## src/rtl/core/assert_macros.svh

```systemverilog
// Assertion macros used by the scheduler core.
`ifndef ASSERT_MACROS_SVH
`define ASSERT_MACROS_SVH

// Checks a property on every clock edge outside reset.
`define DPS_ASSERT(lbl, prop) \
	lbl: assert property (@(posedge clk) disable iff (!arst_n) prop) \
	else $error("scheduler assertion failed");

// Checks that a condition is followed by another one in the next cycle.
`define DPS_ASSERT_NEXT(lbl, ante, cons) \
	lbl: assert property (@(posedge clk) disable iff (!arst_n) (ante) |=> (cons)) \
	else $error("scheduler assertion failed");

`endif

```

## src/rtl/core/dps_pkg.sv

```systemverilog
// Types and constants shared by the dynamic priority scheduler.
package dps_pkg;

	localparam int MAX_PROCS = 16;
	localparam int IDX_W = $clog2(MAX_PROCS);
	localparam int CNT_W = $clog2(MAX_PROCS + 1);
	localparam int ALU_W = 17;

	localparam logic OP_LOAD = 1'b0;
	localparam logic OP_TICK = 1'b1;

	localparam logic [7:0] QUANTUM_RESET = 8'd2;
	localparam logic [7:0] PRIO_MIN = 8'h80;

	typedef struct packed {
		logic [7:0]  name;
		logic [15:0] time_left;
		logic [7:0]  prio;
	} entry_t;

	typedef struct packed {
		logic        opcode;
		logic [7:0]  name;
		logic [15:0] time_left;
		logic [7:0]  prio;
	} item_t;

	typedef struct packed {
		logic [7:0]  name;
		logic [15:0] time_left;
		logic [7:0]  prio;
		logic        finished;
		logic        idle;
		logic        full_error;
	} result_t;

endpackage

```

## src/rtl/core/dps_alu.sv

```systemverilog
// Shared subtractor used for priority compares and quantum deduction.
module dps_alu
	import dps_pkg::*;
(
	input  logic [ALU_W-1:0] a,
	input  logic [ALU_W-1:0] b,
	output logic [ALU_W-1:0] diff,
	output logic             neg,
	output logic             zero
);

	assign diff = a - b;
	assign neg  = diff[ALU_W-1];
	assign zero = (diff == '0);

endmodule

```

## src/rtl/core/dps_core.sv

```systemverilog
// Queue storage and sequencer that scans, selects and compacts the ready queue.
module dps_core
	import dps_pkg::*;
(
	input  logic       clk,
	input  logic       arst_n,
	input  logic [7:0] quantum,
	input  logic       in_valid,
	output logic       in_stall,
	input  item_t      item,
	output logic       res_valid,
	input  logic       res_take,
	output result_t    res
);
	`include "assert_macros.svh"

	typedef enum logic [2:0] {
		ST_IDLE,
		ST_SCAN,
		ST_DECIDE,
		ST_SHIFT,
		ST_TAIL,
		ST_EMIT
	} state_t;

	state_t           state_q;
	logic [CNT_W-1:0] count_q;
	logic [IDX_W-1:0] di_q;
	logic [IDX_W-1:0] sk_q;
	logic [IDX_W-1:0] best_idx_q;
	entry_t           best_q;
	entry_t           requeue_entry_q;
	logic             requeue_q;
	result_t          res_q;

	entry_t           mem [MAX_PROCS];
	entry_t           rdata_q;
	logic [IDX_W-1:0] raddr;
	logic             we;
	logic [IDX_W-1:0] waddr;
	entry_t           wdata;

	logic [ALU_W-1:0] alu_a;
	logic [ALU_W-1:0] alu_b;
	logic [ALU_W-1:0] alu_diff;
	logic             alu_neg;
	logic             alu_zero;

	logic [CNT_W-1:0] cnt_m1;
	logic             accept;
	logic             full;
	logic [7:0]       prio_dec;

	assign cnt_m1   = count_q - CNT_W'(1);
	assign accept   = in_valid && (state_q == ST_IDLE);
	assign full     = (count_q == CNT_W'(MAX_PROCS));
	assign in_stall = (state_q != ST_IDLE);
	assign res_valid = (state_q == ST_EMIT);
	assign res      = res_q;
	assign prio_dec = (best_q.prio == PRIO_MIN) ? best_q.prio : best_q.prio - 8'd1;

	always_comb begin
		alu_a = {{(ALU_W-8){best_q.prio[7]}}, best_q.prio};
		alu_b = {{(ALU_W-8){rdata_q.prio[7]}}, rdata_q.prio};
		if (state_q == ST_DECIDE) begin
			alu_a = {{(ALU_W-16){1'b0}}, best_q.time_left};
			alu_b = {{(ALU_W-8){1'b0}}, quantum};
		end
	end

	dps_alu u_alu (
		.a    (alu_a),
		.b    (alu_b),
		.diff (alu_diff),
		.neg  (alu_neg),
		.zero (alu_zero)
	);

	always_comb begin
		case (state_q)
			ST_SCAN:   raddr = di_q + IDX_W'(1);
			ST_DECIDE: raddr = best_idx_q + IDX_W'(1);
			ST_SHIFT:  raddr = sk_q + IDX_W'(2);
			default:   raddr = '0;
		endcase
	end

	always_comb begin
		we    = 1'b0;
		waddr = count_q[IDX_W-1:0];
		wdata = '{name: item.name, time_left: item.time_left, prio: item.prio};
		case (state_q)
			ST_IDLE: begin
				we = accept && (item.opcode == OP_LOAD) && !full;
			end
			ST_SHIFT: begin
				we    = 1'b1;
				waddr = sk_q;
				wdata = rdata_q;
			end
			ST_TAIL: begin
				we    = requeue_q;
				waddr = cnt_m1[IDX_W-1:0];
				wdata = requeue_entry_q;
			end
			default: begin
				we = 1'b0;
			end
		endcase
	end

	always_ff @(posedge clk) begin
		if (we) begin
			mem[waddr] <= wdata;
		end
		rdata_q <= mem[raddr];
	end

	always_ff @(posedge clk or negedge arst_n) begin
		if (!arst_n) begin
			state_q         <= ST_IDLE;
			count_q         <= '0;
			di_q            <= '0;
			sk_q            <= '0;
			best_idx_q      <= '0;
			best_q          <= '0;
			requeue_entry_q <= '0;
			requeue_q       <= 1'b0;
			res_q           <= '0;
		end else begin
			case (state_q)
				ST_IDLE: begin
					if (accept) begin
						if (item.opcode == OP_LOAD) begin
							res_q <= '{name: '0, time_left: '0, prio: '0,
								finished: 1'b0, idle: 1'b0, full_error: full};
							if (!full) begin
								count_q <= count_q + CNT_W'(1);
							end
							state_q <= ST_EMIT;
						end else if (count_q == '0) begin
							res_q <= '{name: '0, time_left: '0, prio: '0,
								finished: 1'b0, idle: 1'b1, full_error: 1'b0};
							state_q <= ST_EMIT;
						end else begin
							di_q    <= '0;
							state_q <= ST_SCAN;
						end
					end
				end
				ST_SCAN: begin
					if ((di_q == '0) || alu_neg) begin
						best_q     <= rdata_q;
						best_idx_q <= di_q;
					end
					di_q <= di_q + IDX_W'(1);
					if (CNT_W'(di_q) == cnt_m1) begin
						state_q <= ST_DECIDE;
					end
				end
				ST_DECIDE: begin
					requeue_q       <= !alu_neg && !alu_zero;
					requeue_entry_q <= '{name: best_q.name, time_left: alu_diff[15:0],
						prio: prio_dec};
					if (!alu_neg && !alu_zero) begin
						res_q <= '{name: best_q.name, time_left: alu_diff[15:0],
							prio: prio_dec, finished: 1'b0, idle: 1'b0,
							full_error: 1'b0};
					end else begin
						res_q <= '{name: best_q.name, time_left: '0,
							prio: best_q.prio, finished: 1'b1, idle: 1'b0,
							full_error: 1'b0};
					end
					sk_q <= best_idx_q;
					if ((CNT_W'(best_idx_q) + CNT_W'(1)) < count_q) begin
						state_q <= ST_SHIFT;
					end else begin
						state_q <= ST_TAIL;
					end
				end
				ST_SHIFT: begin
					sk_q <= sk_q + IDX_W'(1);
					if ((CNT_W'(sk_q) + CNT_W'(2)) >= count_q) begin
						state_q <= ST_TAIL;
					end
				end
				ST_TAIL: begin
					if (!requeue_q) begin
						count_q <= cnt_m1;
					end
					state_q <= ST_EMIT;
				end
				ST_EMIT: begin
					if (res_take) begin
						state_q <= ST_IDLE;
					end
				end
				default: begin
					state_q <= ST_IDLE;
				end
			endcase
		end
	end

	`DPS_ASSERT(a_count_bound, (count_q <= CNT_W'(MAX_PROCS)))
	`DPS_ASSERT(a_count_step, ((count_q == $past(count_q)) || (count_q == $past(count_q) + CNT_W'(1)) || (count_q == $past(count_q) - CNT_W'(1))))
	`DPS_ASSERT_NEXT(a_empty_tick, accept && (item.opcode == OP_TICK) && (count_q == '0), (state_q == ST_EMIT) && res_q.idle)
	`DPS_ASSERT(a_shift_range, ((state_q != ST_SHIFT) || ((CNT_W'(sk_q) + CNT_W'(1)) < count_q)))

endmodule

```

## src/rtl/core/dynamic_priority_scheduler_top.sv

```systemverilog
// Load, or tick on an empty queue: the result goes to the core result register, then to the output register.
// Tick with N queued entries: the core scans the queue memory one entry per cycle, decides,
// compacts the entries behind the selected one one entry per cycle, writes the tail and emits.
// One item is in work at a time; a finished result waits in the output register.
// Reset clears the entry count and sets the quantum to 2; queue storage is not cleared.
// Top level of the dynamic priority scheduler: configuration and output register.
module dynamic_priority_scheduler_top
	import dps_pkg::*;
(
	input  logic              clk,
	input  logic              arst_n,
	input  logic              quantum_wr_en,
	input  logic [7:0]        quantum_wr_data,
	input  logic              in_valid,
	output logic              in_stall,
	input  logic              opcode,
	input  logic [7:0]        proc_name,
	input  logic [15:0]       proc_time,
	input  logic signed [7:0] proc_priority,
	output logic              out_valid,
	input  logic              out_stall,
	output logic [7:0]        out_name,
	output logic [15:0]       out_time_left,
	output logic signed [7:0] out_priority,
	output logic              finished,
	output logic              idle,
	output logic              full_error
);

	logic       [7:0] quantum_q;
	item_t            item;
	logic             res_valid;
	logic             res_take;
	result_t          res;
	logic             out_valid_q;
	result_t          out_res_q;
	logic             out_free;

	assign item = '{opcode: opcode, name: proc_name, time_left: proc_time,
		prio: proc_priority};

	assign out_free = !out_valid_q || !out_stall;
	assign res_take = res_valid && out_free;

	dps_core u_core (
		.clk       (clk),
		.arst_n    (arst_n),
		.quantum   (quantum_q),
		.in_valid  (in_valid),
		.in_stall  (in_stall),
		.item      (item),
		.res_valid (res_valid),
		.res_take  (res_take),
		.res       (res)
	);

	always_ff @(posedge clk or negedge arst_n) begin
		if (!arst_n) begin
			quantum_q   <= QUANTUM_RESET;
			out_valid_q <= 1'b0;
			out_res_q   <= '0;
		end else begin
			if (quantum_wr_en) begin
				quantum_q <= quantum_wr_data;
			end
			if (out_free) begin
				out_valid_q <= res_valid;
				if (res_valid) begin
					out_res_q <= res;
				end
			end
		end
	end

	assign out_valid     = out_valid_q;
	assign out_name      = out_res_q.name;
	assign out_time_left = out_res_q.time_left;
	assign out_priority  = out_res_q.prio;
	assign finished      = out_res_q.finished;
	assign idle          = out_res_q.idle;
	assign full_error    = out_res_q.full_error;

endmodule
```

## config.mk

```make
export PLATFORM = sky130hd
export DESIGN_NAME = dynamic_priority_scheduler_top
export DESIGN_NICKNAME = d
export VERILOG_FILES = /design/src/rtl/core/dps_pkg.sv /design/src/rtl/core/dps_alu.sv /design/src/rtl/core/dps_core.sv /design/src/rtl/core/dynamic_priority_scheduler_top.sv
export VERILOG_INCLUDE_DIRS = /design/src /design/src/rtl/core
export SDC_FILE = /design/constraint.sdc
export NUM_CORES = 1
export LEC_CHECK = 0
export BUFFER_PORTS_ARGS = -buffer_cell sky130_fd_sc_hd__buf_2
export CELL_PAD_IN_SITES_DETAIL_PLACEMENT = 1
export CELL_PAD_IN_SITES_GLOBAL_PLACEMENT = 1
export CORE_ASPECT_RATIO = 1.5
export CORE_MARGIN = 10
export CORE_UTILIZATION = 52
export DETAILED_ROUTE_END_ITERATION = 12
export GPL_ROUTABILITY_DRIVEN = 0
export PLACE_DENSITY_LB_ADDON = 0.1
export SLEW_MARGIN = 30
export SYNTH_ARGS = -nofsm -noshare
export SYNTH_HDL_FRONTEND = slang
export SYNTH_HIERARCHICAL = 1
export SYNTH_SLANG_ARGS = --single-unit
```

## constraint.sdc

```tcl
create_clock -name clk -period 7 [get_ports clk]
set_input_delay 1.75 -clock clk [delete_from_list [all_inputs] [get_ports clk]]
set_output_delay 1.75 -clock clk [all_outputs]
set_load 0.02 [all_outputs]
```

**Yosys cells after proc, flatten, opt, wreduce, memory -nomap -nowiden**

Memory sizes are Yosys's and may differ from the RTL's. A register that Yosys moved wholly into a read port is not among the register bits.
Index checks and enable logic that the tools add are counted.

- Register bits: 164
- Bits in writable memories: 512
- Output and inout port bits: 37
- Logic and storage cells: 117
- Memories kept: 1

Memory list:

| memory | words | bits a word | rd ports | clocked after memory_dff | write ports | RTL line | text |
|---|---|---|---|---|---|---|---|
| u_core.mem | 16 | 32 | 1 | 1 | 1 | dps_core.sv:36 | `entry_t mem [MAX_PROCS];` |

- $add $sub $neg: 10
- $lt $le $gt $ge: 2
- Equal/unequal tests: 18
- Multiplexer cells: 32
- Bitwise operators: 1
- Reductions and logical operators: 27

Operator list:

| kind | count |
|---|---|
| $mux W35 | 3 |
| $pmux W35 S2 | 1 |
| $pmux W32 S2 | 1 |
| $mux W17 | 2 |
| $mux W27 | 1 |
| $pmux W4 S2 | 3 |
| $mux W3 | 7 |
| $mux W5 | 4 |
| $pmux W3 S6 | 1 |
| $logic_not A17 Y1 | 1 |
| $sub A17 B17 Y17 | 1 |
| $add A4 B1 Y4 const B | 3 |
| $mux W4 | 3 |
| $pmux W4 S3 | 1 |
| $ne A2 B2 Y1 const B | 5 |
| $pmux W5 S2 | 1 |
| $eq A8 B8 Y1 const B | 1 |
| $mux W8 | 1 |
| $ne A2 B1 Y1 const B | 4 |
| $reduce_and A4 Y1 | 2 |
| $reduce_bool A2 Y1 | 4 |
| $sub A8 B1 Y8 const B | 1 |
| $eq A3 B2 Y1 const B | 2 |
| $eq A3 B3 Y1 const B | 2 |
| 24 further kinds | 35 |

**Depth between registers and ports, before layout**

Gate-level depths: netlist (run 1).

- Depth after elaboration: 8
- Gate-level depth with buffers: 21

**Modules after synthesis**

The synthesis (run 1) kept the hierarchy.

By module, submodules not included:

| module | times used | cells an instance | area each (sq um) | sequential area each (sq um) |
|---|---|---|---|---|
| dps_core | 1 | 1923 | 26829.5 | 19018.2 |
| dynamic_priority_scheduler_top | 1 | 94 | 1791.7 | 1102.3 |
| dps_alu | 1 | 144 | 999.7 | 0.0 |

**Least setup slack after synthesis (run 1)**

OpenSTA, ideal clock, no wires.

- Path kind: register to register
- From: register u_core.state_q[2]
- To: register u_core.res_q, in the netlist u_core/res[17]
- Data arrival time: 5007 ps
- Slack: 1872 ps
- Stages on the path, launching flop included: 21
- Buffers on the path: 4
- Clock period less this slack: 5128 ps
- Path through: dfrtp_1 buf_2 nor3b_4 clkbuf_1 clkbuf_1 nand2_1 o21ai_0 inv_1 ha_1 fa_1 nor2b_4 o31a_2 a21oi_1 or4_1 or4_1 or4b_1 or4_1 nor4_2 nor3_1 clkbuf_1 a22o_1

- Longest elaborated chain between the ends: 8
- Elaborated cells between the ends (all ways): 16
- Classes of those cells: 1 x add/sub; 3 x eq/ne; 4 x mux; 8 x reduce/logical

RTL lines:

| item | RTL line | text |
|---|---|---|
| from (decl) | dps_core.sv:26 | `state_t state_q;` |
| from (signal assigned) | dps_core.sv:121 | `state_q <= ST_IDLE;` |
| from (signal assigned) | dps_core.sv:140 | `state_q <= ST_EMIT;` |
| from (signal assigned) | dps_core.sv:144 | `state_q <= ST_EMIT;` |
| $eq A3 B2 Y1 | dps_core.sv:65 | `if (state_q == ST_DECIDE) begin` |
| $mux W17 | dps_core.sv:65 |  |
| via u_core.alu_a[0] | dps_core.sv:43 | `logic [ALU_W-1:0] alu_a;` |
| $sub A17 B17 Y17 | dps_alu.sv:12 | `assign diff = a - b;` |
| via u_core.alu_diff[4] | dps_core.sv:45 | `logic [ALU_W-1:0] alu_diff;` |
| $logic_not A17 Y1 | dps_alu.sv:14 | `assign zero = (diff == '0);` |
| via u_core.alu_zero | dps_core.sv:47 | `logic alu_zero;` |
| $logic_not A1 Y1 | dps_core.sv:165 | `if (!alu_neg && !alu_zero) begin` |
| $logic_and A1 B1 Y1 | dps_core.sv:165 |  |
| $mux W27 | dps_core.sv:165 |  |
| $pmux W35 S2 | dps_core.sv:131 | `case (state_q)` |
| to (signal assigned) | dps_core.sv:135 | `res_q <= '{name: '0, time_left: '0, prio: '0,` |
| to (signal assigned) | dps_core.sv:166 | `res_q <= '{name: best_q.name, time_left: alu_diff[15:0],` |
| to (signal assigned) | dps_core.sv:170 | `res_q <= '{name: best_q.name, time_left: '0,` |
| to (decl) | dps_core.sv:34 | `result_t res_q;` |

The timed path passes the listed nets, and every way through them passes these cells.
A chain may end at the register's enable or synchronous reset.

**Worst setup path after layout (run 1)**

- From: register u_core.state_q[0]
- To: register u_core.res_q, in the netlist u_core/res[6]

- Longest elaborated chain between the ends: 8
- Elaborated cells between the ends (all ways): 16
- Classes of those cells: 1 x add/sub; 3 x eq/ne; 4 x mux; 8 x reduce/logical

RTL lines:

| item | RTL line | text |
|---|---|---|
| $eq A3 B2 Y1 | dps_core.sv:65 |  |
| $mux W17 | dps_core.sv:65 |  |
| via u_core.alu_b[4] | dps_core.sv:44 | `logic [ALU_W-1:0] alu_b;` |
| $sub A17 B17 Y17 | dps_alu.sv:12 |  |
| via u_core.alu_diff[4] | dps_core.sv:45 |  |
| $logic_not A17 Y1 | dps_alu.sv:14 |  |
| via u_core.alu_zero | dps_core.sv:47 |  |
| $logic_not A1 Y1 | dps_core.sv:165 |  |
| $logic_and A1 B1 Y1 | dps_core.sv:165 |  |
| $mux W27 | dps_core.sv:165 |  |
| $pmux W35 S2 | dps_core.sv:131 |  |

The timed path passes the listed nets, and every way through them passes these cells.

==> run summary, run 1 <==
hold crit path type: reg -> reg
DR vias: 18750
CP dominant cell by count: or4_1
post-DR wirelength/cell: 27.51 um
worst reg2reg startpoint: u_core/state_q[0]
CTS tree: yes
worst reg-to-reg path cell count: 18
Final #Nets: 2298
post-DP HPWL: 50240 um
Overflow after GRT: 0
Post-CTS Resized: 0
maximum clock rate: 0.1656 GHz
sw power: 6486 uW
peak supply drop: 0.2797 mV
vias in the first global route: 19720
Post-DRT Antenna Nets: 0
pin count of the biggest net entering global routing: 131
power per cell area: 496.5 nW/um^2
Ports: 83
Die W: 214.9 um
status: complete, no violations
Final Non-Filler Cells: 3032
Max Cap Violations: 0
layout cells sized above 1: 15.29%
Seq pwr share: 37.9%
# fillers: 5425
Worst Setup Path Type: reg -> reg
placed cell area: 30840 um^2
Worst path max stage delay: 0.94 ns
most frequent cells in the layout: edfxtp_1, nand2_1, dfrtp_1
CP max FO: 27
IO buf count: 82
critical path cell sequence: inv_1 -> nand2_2 -> nand2_1 -> nand2_1 -> inv_1 -> ha_1 -> o21a_1 -> o31a_2 -> a21oi_1 -> or4_1 -> or4_1 -> or4b_1 -> or4_1 -> nor4_2 -> nor3_1 -> a21oi_1 -> a311oi_1 -> a21o_1
Hold Vio Cnt, Final: 0
max-slew violations: 0
hold-fix buffers at CTS: 0
synth warn: 6
clock network power share: 21.9%
min Tclk post-route: 6.040 ns
relative slew slack: 34.62%
Syn Inst Count: 2160
Ant. Diodes: 0
First-pass DRT Iterations: 5
part of the cycle the worst path needs: 86.29%
crit end category: flop
Worst R2R End: u_core/res[6]
Slew @ Worst Pin: 0.9807 ns
Worst Path Arrival: 6.53 ns
final non-filler cell area: 33040 um^2
total CTS buffers: 68
Worst Path Required: 7.49 ns
# setup viols final: 0
Min-Delay Startpoint: u_core/res[0]
drt total wl: 83400 um
Row Count: 107
Max Root-Sink Buffers: 3
Syn Area/Cell: 13.71 um^2
DRC viols: 0
Clock Skew: 0.02063 ns
Overall Global Routing Usage: 24.51%
RSZ-0062 raised after global routing: false
Util after Layout: 58.34%
placed cell count: 2907
CP Launch Type: flop
Reg2Reg Setup Slack: 0.96 ns
Synth Net Count: 2242
H-tree depth: 3
CTS sink cnt: 708
core area: 56630 um^2
latest clock arrival within the worst-skew pair: 0.62 ns
WHS Path Cells: 2
combinational share of power: 40.3%
synthesis-to-layout area growth: 11.57%
antenna violations before repair: 0
Initial Util: 52.29%
Setup TNS: 0 ns
LEAKAGE: 0.01216 uW
Crit. Startpoint: u_core/state_q[0]
slowest stage cell, crit path: dfrtp_1
Worst Hold End: u_core/res[0]
Iteration-0 DRC Markers: 1673
first-pass GRT wire length: 124700 um
Clk pin slew, worst setup/hold paths: 0.07 ns
vias per cell: 6.185
full die area: 67090 um^2
Cell Area, Synth: 29610 um^2
Sw Share: 39.54%
Die Ht: 312.3 um
Root Buffer: clkbuf_16
Post CTS Setup Buffer Count: 0
internal power: 9919 uW
most common cell after layout, fill and taps aside: edfxtp_1
[power groups by stage]
stage          logic [uW]  clock network, uW  registers, uW
6_report             6610               3580           6210
3_5_place_dp         6540                  0           6290
4_1_cts              6590               3660           6210
2_1_floorplan        4680                  0           6040
5_1_grt              7190               3830           6290
3_3_place_gp         6240                  0           6250
[registers in the layout, summed over array words and instances, names as in the netlist, 3 cells and up]
name,count
out_priority,8
u_core/mem,512
u_core/di_q,4
out_time_left,16
u_core/best_idx_q,4
u_core/state_q,3
u_core/rdata_q,32
quantum_q,8
u_core/requeue_entry_q,32
u_core/res,35
u_core/count_q,5
u_core/best_q,32
u_core/sk_q,4
out_name,8
[routing by layer]
layer  routed length, um  track usage, %
met5                   0               0
met4                2523           9.304
met3                4889           3.926
met2               43350           42.84
met1               32640           30.00
[final cells by class]
cell class,instances,area (um^2),area share [%]
multi-input cells,1274,8866,26.83
clock inverters,28,220.2,0.6665
inverters,39,146.4,0.4431
repair buffers,125,817.0,2.473
well taps,763,954.7,2.889
flip-flops and latches,708,20120,60.90
clock buffers,95,1916,5.798
[per-stage QoR]
| step | hold WS [ns] | total power, uW | setup slack [ns] |
|---|---|---|---|
| finish | 0.4856 | 16400 | 0.9600 |
| global route | 0.5098 | 17300 | 0.5068 |
| global placement | 0.4622 | 12490 | 1.381 |
| CTS | 0.4870 | 16460 | 1.014 |
| floorplan | 0.4376 | 10730 | 1.875 |
| detailed placement | 0.4664 | 12830 | 1.017 |
[worst max-delay path, delay by kind of cell (launching register included)]
family | cells | cell delay, ns
adder cells (fa/ha/maj) | 1 | 0.44
AND/OR/NAND/NOR | 9 | 3.27
flip-flops | 1 | 0.94
buffers and inverters | 2 | 0.36
AO/OA/AOI/OAI | 6 | 0.87
[how the worst max path moves through the flow]
stage	to	slack (ns)	cells after the start
floorplan	u_core/res[17]	1.88	20
global placement	u_core/res[7]	1.38	18
detailed placement	u_core/res[6]	1.02	18
CTS	u_core/res[6]	1.01	18
global route	u_core/res[6]	0.51	18
finish	u_core/res[6]	0.96	18
No activity file was read; power rests on OpenSTA's default activity.
==> inputs of run 2 (changes only) <==
--- a/config.mk
+++ b/config.mk
@@ -11,9 +11,10 @@
 export CELL_PAD_IN_SITES_GLOBAL_PLACEMENT = 1
 export CORE_ASPECT_RATIO = 1.5
 export CORE_MARGIN = 10
-export CORE_UTILIZATION = 52
+export CORE_UTILIZATION = 45
 export DETAILED_ROUTE_END_ITERATION = 12
 export GPL_ROUTABILITY_DRIVEN = 0
+export HOLD_SLACK_MARGIN = 0.1
 export PLACE_DENSITY_LB_ADDON = 0.1
 export SLEW_MARGIN = 30
 export SYNTH_ARGS = -nofsm -noshare
==> constraint.sdc (replaced) <==
create_clock -name clk -period 7.1 [get_ports clk]
set_input_delay 1.775 -clock clk [delete_from_list [all_inputs] [get_ports clk]]
set_output_delay 1.775 -clock clk [all_outputs]
set_load 0.02 [all_outputs]
==> run 2 against run 1 <==
Net effect:
- utilization fell by 7.4 points
- wire length shrank 1.6%
- clock power grew 5.6%
- sequential share of layout area down 0.56 points
- clock skew increased by 0.00097 ns
- sequential power decreased by 2%
- via count is 1.5% lower
- power is 0.38% lower
- first-iteration DRC count fell by 23%
- critical path type unchanged
==> run summary, run 2 (synthesis gave the netlist of run 1 again) <==
status: complete, no violations
Worst Setup Path Type: reg -> reg
CP max FO: 29 (+7.4%)
peak supply drop: 0.2714 mV (-3.0%)
Overall Global Routing Usage: 21.15% (-3.4 points)
internal power: 10030 uW (+1.1%)
crit end category: flop
Post-DRT Antenna Nets: 0 (unchanged)
Max Cap Violations: 0 (unchanged)
Setup TNS: 0 ns (unchanged)
power per cell area: 490.0 nW/um^2 (-1.3%)
DR vias: 18470 (-1.5%)
Slew @ Worst Pin: 0.9937 ns (+0.01296 ns)
max-slew violations: 0 (unchanged)
hold crit path type: reg -> reg
Clk pin slew, worst setup/hold paths: 0.07 ns (about the same)
Root Buffer: clkbuf_16
Overflow after GRT: 0 (unchanged)
Worst Path Required: 7.66 ns (+0.17 ns)
WHS Path Cells: 2 (unchanged)
Max Root-Sink Buffers: 3 (unchanged)
vias per cell: 5.862 (-5.2%)
layout cells sized above 1: 15.75% (+0.46 points)
full die area: 76680 um^2 (+14%)
Util after Layout: 50.94% (-7.4 points)
First-pass DRT Iterations: 6 (+1)
LEAKAGE: 0.01224 uW (+0.68%)
RSZ-0062 raised after global routing: false
Largest Register: u_core/mem
most frequent cells in the layout: edfxtp_1, nand2_1, dfrtp_1
Row Count: 115 (+7.5%)
final non-filler cell area: 33350 um^2 (+0.93%)
Worst Path Arrival: 6.96 ns (+0.43 ns)
part of the cycle the worst path needs: 90.18% (+3.9 points)
Post-CTS Resized: 0 (unchanged)
Iteration-0 DRC Markers: 1290 (-23%)
pin count of the biggest net entering global routing: 189 (+44%)
maximum clock rate: 0.1562 GHz (-5.7%)
IO buf count: 82 (unchanged)
Worst path max stage delay: 0.85 ns (-0.09 ns)
drt total wl: 82040 um (-1.6%)
placed cell area: 31010 um^2 (+0.53%)
most common cell after layout, fill and taps aside: edfxtp_1
min Tclk post-route: 6.403 ns (+0.3630 ns)
Initial Util: 45.23% (-7.1 points)
Sw Share: 38.65% (-0.89 points)
Place WS: 0.6924 ns (-0.3245 ns)
Seq pwr share: 37.3% (-0.6 points)
clock network power share: 23.2% (+1.3 points)
total CTS buffers: 69 (+1.5%)
final setup margin: 0.6970 ns (-0.2630 ns)
Post CTS Setup Buffer Count: 0 (unchanged)
Final #Nets: 2298 (unchanged)
CP Launch Type: flop
Hold Vio Cnt, Final: 0 (unchanged)
hold-fix buffers at CTS: 0 (unchanged)
sw power: 6316 uW (-2.6%)
# setup viols final: 0 (unchanged)
Die W: 229.5 um (+6.8%)
footprint of the multi-input gates: 8872 um^2 (about the same)
slowest stage cell, crit path: dfrtp_1
critical path cell sequence: nor2b_1 -> nand2_2 -> nand2_1 -> nand2_1 -> ha_1 -> fa_1 -> nor2b_4 -> o31a_2 -> a21oi_1 -> or4_1 -> or4_1 -> or4b_1 -> or4_1 -> nor4_2 -> nor2_1 -> a311oi_1 -> a21o_1
CTS sink cnt: 708 (unchanged)
synthesis-to-layout area growth: 12.61%
relative slew slack: 33.75% (-0.86 points)
Clock Skew: 0.02159 ns (+0.0009659 ns)
total power: 16340 uW (-0.38%)
antenna violations before repair: 1 (+1)
vias in the first global route: 19540 (-0.91%)
Ports: 83 (unchanged)
core area: 65470 um^2 (+16%)
combinational share of power: 39.5% (-0.8 points)
latest clock arrival within the worst-skew pair: 0.62 ns (about the same)
CTS tree: yes
DRC viols: 0 (unchanged)
first-pass GRT wire length: 123800 um (-0.71%)
total area of sequential cells: 20120 um^2 (unchanged)
post-DR wirelength/cell: 26.04 um (-5.3%)
worst reg-to-reg path cell count: 17 (-1)
H-tree depth: 3 (unchanged)
Die Ht: 334.2 um (+7.0%)
# fillers: 6458 (+19%)
Ant. Diodes: 0 (unchanged)
post-DP HPWL: 49450 um (-1.6%)
CP dominant cell by count: or4_1
max reg flops: 512 (unchanged)
-- run 2: routing by layer --
metal	vias to the layer above	part of all wire, %	track usage [%]	routed length, um
met5	-	0	0	0
met3	115	4.6	2.873	3760
li1	8276	-	-	-
met4	0	2.1	5.916	1712
met2	412	51	37.02	41950
met1	9663	42	26.93	34610
-- run 2: metrics by stage --
stage | hold slack (ns) | instances
after floorplan | 0.4376 | 2160
after global placement | 0.4587 | 3021
after detailed placement | 0.4695 | 3022
after CTS | 0.4891 | 3150
after global routing | 0.5044 | 3150
final | 0.4878 | 3150
-- run 2: worst paths after layout --
kind | start | to | slack (ns)
max | u_core/state_q[1] | u_core/res[5] | 0.70
min | u_core/requeue_entry_q[16] | u_core/requeue_entry_q[16] | 0.49
max reg2reg | u_core/state_q[1] | u_core/res[5] | 0.70
min reg2reg | u_core/requeue_entry_q[16] | u_core/requeue_entry_q[16] | 0.49
max in group asynchronous | arst_n | u_core/best_q[3] | 4.95
min in group asynchronous | arst_n | u_core/state_q[0] | 1.07
-- run 2: final cells by class --
type / instances / area share (%)
inverters: 39 / 0.4390
clock inverters: 34 / 1.092
well taps: 877 / 3.291
repair buffers: 124 / 2.341
flip-flops and latches: 708 / 60.34
multi-input cells: 1274 / 26.61
clock buffers: 94 / 5.895
-- run 2: power by group through the flow --
| stage | logic, uW | clock network, uW | registers (uW) |
|---|---|---|---|
| 5_1_grt | 7120 | 4040 | 6180 |
| 3_5_place_dp | 6460 | 0 | 6180 |
| 3_3_place_gp | 6240 | 0 | 6160 |
| 2_1_floorplan | 4620 | 0 | 5960 |
| 6_report | 6460 | 3780 | 6100 |
| 4_1_cts | 6490 | 3870 | 6100 |
-- run 2: worst max-delay path, delay by kind of cell (launching register included) --
kind / cells / cell delay [ns]
flip-flops: 1 / 0.85
adder cells (fa/ha/maj): 2 / 0.67
AO/OA/AOI/OAI: 4 / 0.76
AND/OR/NAND/NOR: 11 / 4.04
==> inputs of run 3 (changes only) <==
--- a/config.mk
+++ b/config.mk
@@ -16,6 +16,7 @@
 export GPL_ROUTABILITY_DRIVEN = 0
 export HOLD_SLACK_MARGIN = 0.1
 export PLACE_DENSITY_LB_ADDON = 0.1
+export RECOVER_POWER = 100
 export SLEW_MARGIN = 30
 export SYNTH_ARGS = -nofsm -noshare
 export SYNTH_HDL_FRONTEND = slang
==> constraint.sdc (replaced) <==
create_clock -name clk -period 6.5 [get_ports clk]
set_input_delay 1.625 -clock clk [delete_from_list [all_inputs] [get_ports clk]]
set_output_delay 1.625 -clock clk [all_outputs]
set_load 0.02 [all_outputs]
==> run 3 against run 2 <==
Net effect:
- the flow now finishes with violations (max-capacitance violations, max-slew violations)
- sequential cell count is the same
- clock-buffer cell count fell by 1
- worst hold slack got worse by 0.0084 ns
- critical path type unchanged
- global-route usage up 0.46 points
- wire length grew 2.4%
- die area unchanged
- utilization down 0.60 points
- largest cell class unchanged
- register-to-register slack got worse by 0.11 ns
- via count up 0.28%
==> run summary, run 3 (synthesis gave the netlist of run 1 again) <==
status: finished with violations
violated checks: max-capacitance violations, max-slew violations
full die area: 76680 um^2 (unchanged)
Max Cap Violations: 16 (+16)
slowest stage cell, crit path: dfrtp_1
Largest Register: u_core/mem
total CTS buffers: 70 (+1.4%)
core area: 65470 um^2 (unchanged)
H-tree depth: 3 (unchanged)
Initial Util: 45.23% (unchanged)
crit end category: flop
part of the cycle the worst path needs: 90.96% (+0.78 points)
total power: 17690 uW (+8.3%)
Root Buffer: clkbuf_16
antenna violations before repair: 0 (-1)
Worst path max stage delay: 0.81 ns (-0.04 ns)
CP max FO: 25 (-14%)
Final #Nets: 2311 (+0.57%)
CTS sink cnt: 708 (unchanged)
Overflow after GRT: 0 (unchanged)
Clock Skew: 0.02296 ns (+0.001365 ns)
Overall Global Routing Usage: 21.61% (+0.46 points)
RSZ-0062 raised after global routing: false
Worst Path Required: 6.99 ns (-0.67 ns)
Reg2Reg Setup Slack: 0.59 ns (-0.11 ns)
max-slew violations: 416 (+416)
# fillers: 6501 (+0.67%)
Post-DRT Antenna Nets: 0 (unchanged)
Hold Vio Cnt, Final: 0 (unchanged)
Max Root-Sink Buffers: 3 (unchanged)
power per cell area: 536.8 nW/um^2 (+9.5%)
drt total wl: 84030 um (+2.4%)
Post-CTS Resized: 0 (unchanged)
Die Ht: 334.2 um (unchanged)
# setup viols final: 0 (unchanged)
relative slew slack: -166.4% (-200 points)
min Tclk post-route: 5.912 ns (-0.4907 ns)
CP Launch Type: flop
footprint of the multi-input gates: 8626 um^2 (-2.8%)
most common cell after layout, fill and taps aside: edfxtp_1
post-DP HPWL: 52000 um (+5.2%)
most frequent cells in the layout: edfxtp_1, nand2_1, dfrtp_1
Ant. Diodes: 0 (unchanged)
First-pass DRT Iterations: 5 (-1)
hold-fix buffers at CTS: 0 (unchanged)
Row Count: 115 (unchanged)
peak supply drop: 0.3013 mV (+11%)
synthesis-to-layout area growth: 11.29%
Die W: 229.5 um (unchanged)
Worst Path Arrival: 6.40 ns (-0.56 ns)
pin count of the biggest net entering global routing: 205 (+8.5%)
DRC viols: 0 (unchanged)
layout cells sized above 1: 11.03% (-4.7 points)
vias in the first global route: 19460 (-0.39%)
Slew @ Worst Pin: 3.995 ns (+3.002 ns)
maximum clock rate: 0.1691 GHz (+8.3%)
post-DR wirelength/cell: 26.57 um (+2.0%)
Worst Setup Path Type: reg -> reg
LEAKAGE: 0.01197 uW (-2.2%)
Ports: 83 (unchanged)
max reg flops: 512 (unchanged)
total area of sequential cells: 20120 um^2 (unchanged)
Setup TNS: 0 ns (unchanged)
Iteration-0 DRC Markers: 1269 (-1.6%)
Post CTS Setup Buffer Count: 0 (unchanged)
IO buf count: 82 (unchanged)
critical path cell sequence: nor2b_1 -> nand2_1 -> buf_4 -> nand2_1 -> nand2_1 -> inv_1 -> ha_1 -> nor2b_1 -> o31a_2 -> a21oi_1 -> or4_1 -> or4_1 -> or4b_1 -> or4_1 -> nor4_2 -> nor3_1 -> a21oi_1 -> a311oi_1 -> a21o_1
hold crit path type: reg -> reg
vias per cell: 5.856 (about the same)
DR vias: 18520 (+0.28%)
latest clock arrival within the worst-skew pair: 0.62 ns (about the same)
Clk pin slew, worst setup/hold paths: 0.06 ns (about the same)
first-pass GRT wire length: 125600 um (+1.4%)
CTS tree: yes
## run 3: cell types whose count changed in the layout (fill, tap and decap cells not counted), sizes merged
cell and change:
clkinv +5, bufinv -2, clkbuf +71, inv -2, buf -60
## run 3: cell type report
cell class	count	area share (%)
repair buffers	136	2.263
clock buffers	93	5.797
inverters	39	0.4442
well taps	877	3.330
clock inverters	35	0.9378
flip-flops and latches	708	61.05
multi-input cells	1274	26.17
## run 3: worst paths after layout
path	start	end	depth (start not counted)
setup / recovery	u_core/state_q[2]	u_core/res[5]	19
hold / removal	out_name[5]	out_name[5]	1
setup reg to reg	u_core/state_q[2]	u_core/res[5]	19
hold reg to reg	out_name[5]	out_name[5]	1
max in group asynchronous	arst_n	quantum_q[5]	2
min in group asynchronous	arst_n	out_valid	1
## run 3: metal layers
metal,part of all wire (%),track usage [%]
met1,42,27.25
met2,51,37.50
met4,2.9,7.836
met3,4.2,2.712
met5,0,0
## run 3: power breakdown
| group | switching, uW | internal (uW) | total, uW |
|---|---|---|---|
| clock | 1710 | 2270 | 3980 |
| sequential | 601 | 6060 | 6660 |
| combinational | 4620 | 2430 | 7050 |
## run 3: worst max-delay path, delay by kind of cell (launching register included)
kind | cells | cell delay, ns
AND/OR/NAND/NOR | 11 | 3.49
AO/OA/AOI/OAI | 5 | 0.79
flip-flops | 1 | 0.81
adder cells (fa/ha/maj) | 1 | 0.33
buffers and inverters | 2 | 0.35
## run 3: per-stage QoR
stage / area [um^2] / hold slack [ns] / setup slack (ns) / cells / util, %
finish: 32960 / 0.4794 / 0.5877 / 3162 / 50.34
global route: 32960 / 0.5007 / 0.1844 / 3162 / 50.34
CTS: 33490 / 0.4900 / 0.5787 / 3161 / 51.15
detailed placement: 31270 / 0.4714 / 0.6126 / 3033 / 47.76
global placement: 31030 / 0.4600 / 0.8848 / 3025 / 47.40
floorplan: 29610 / 0.4376 / 1.375 / 2160 / -
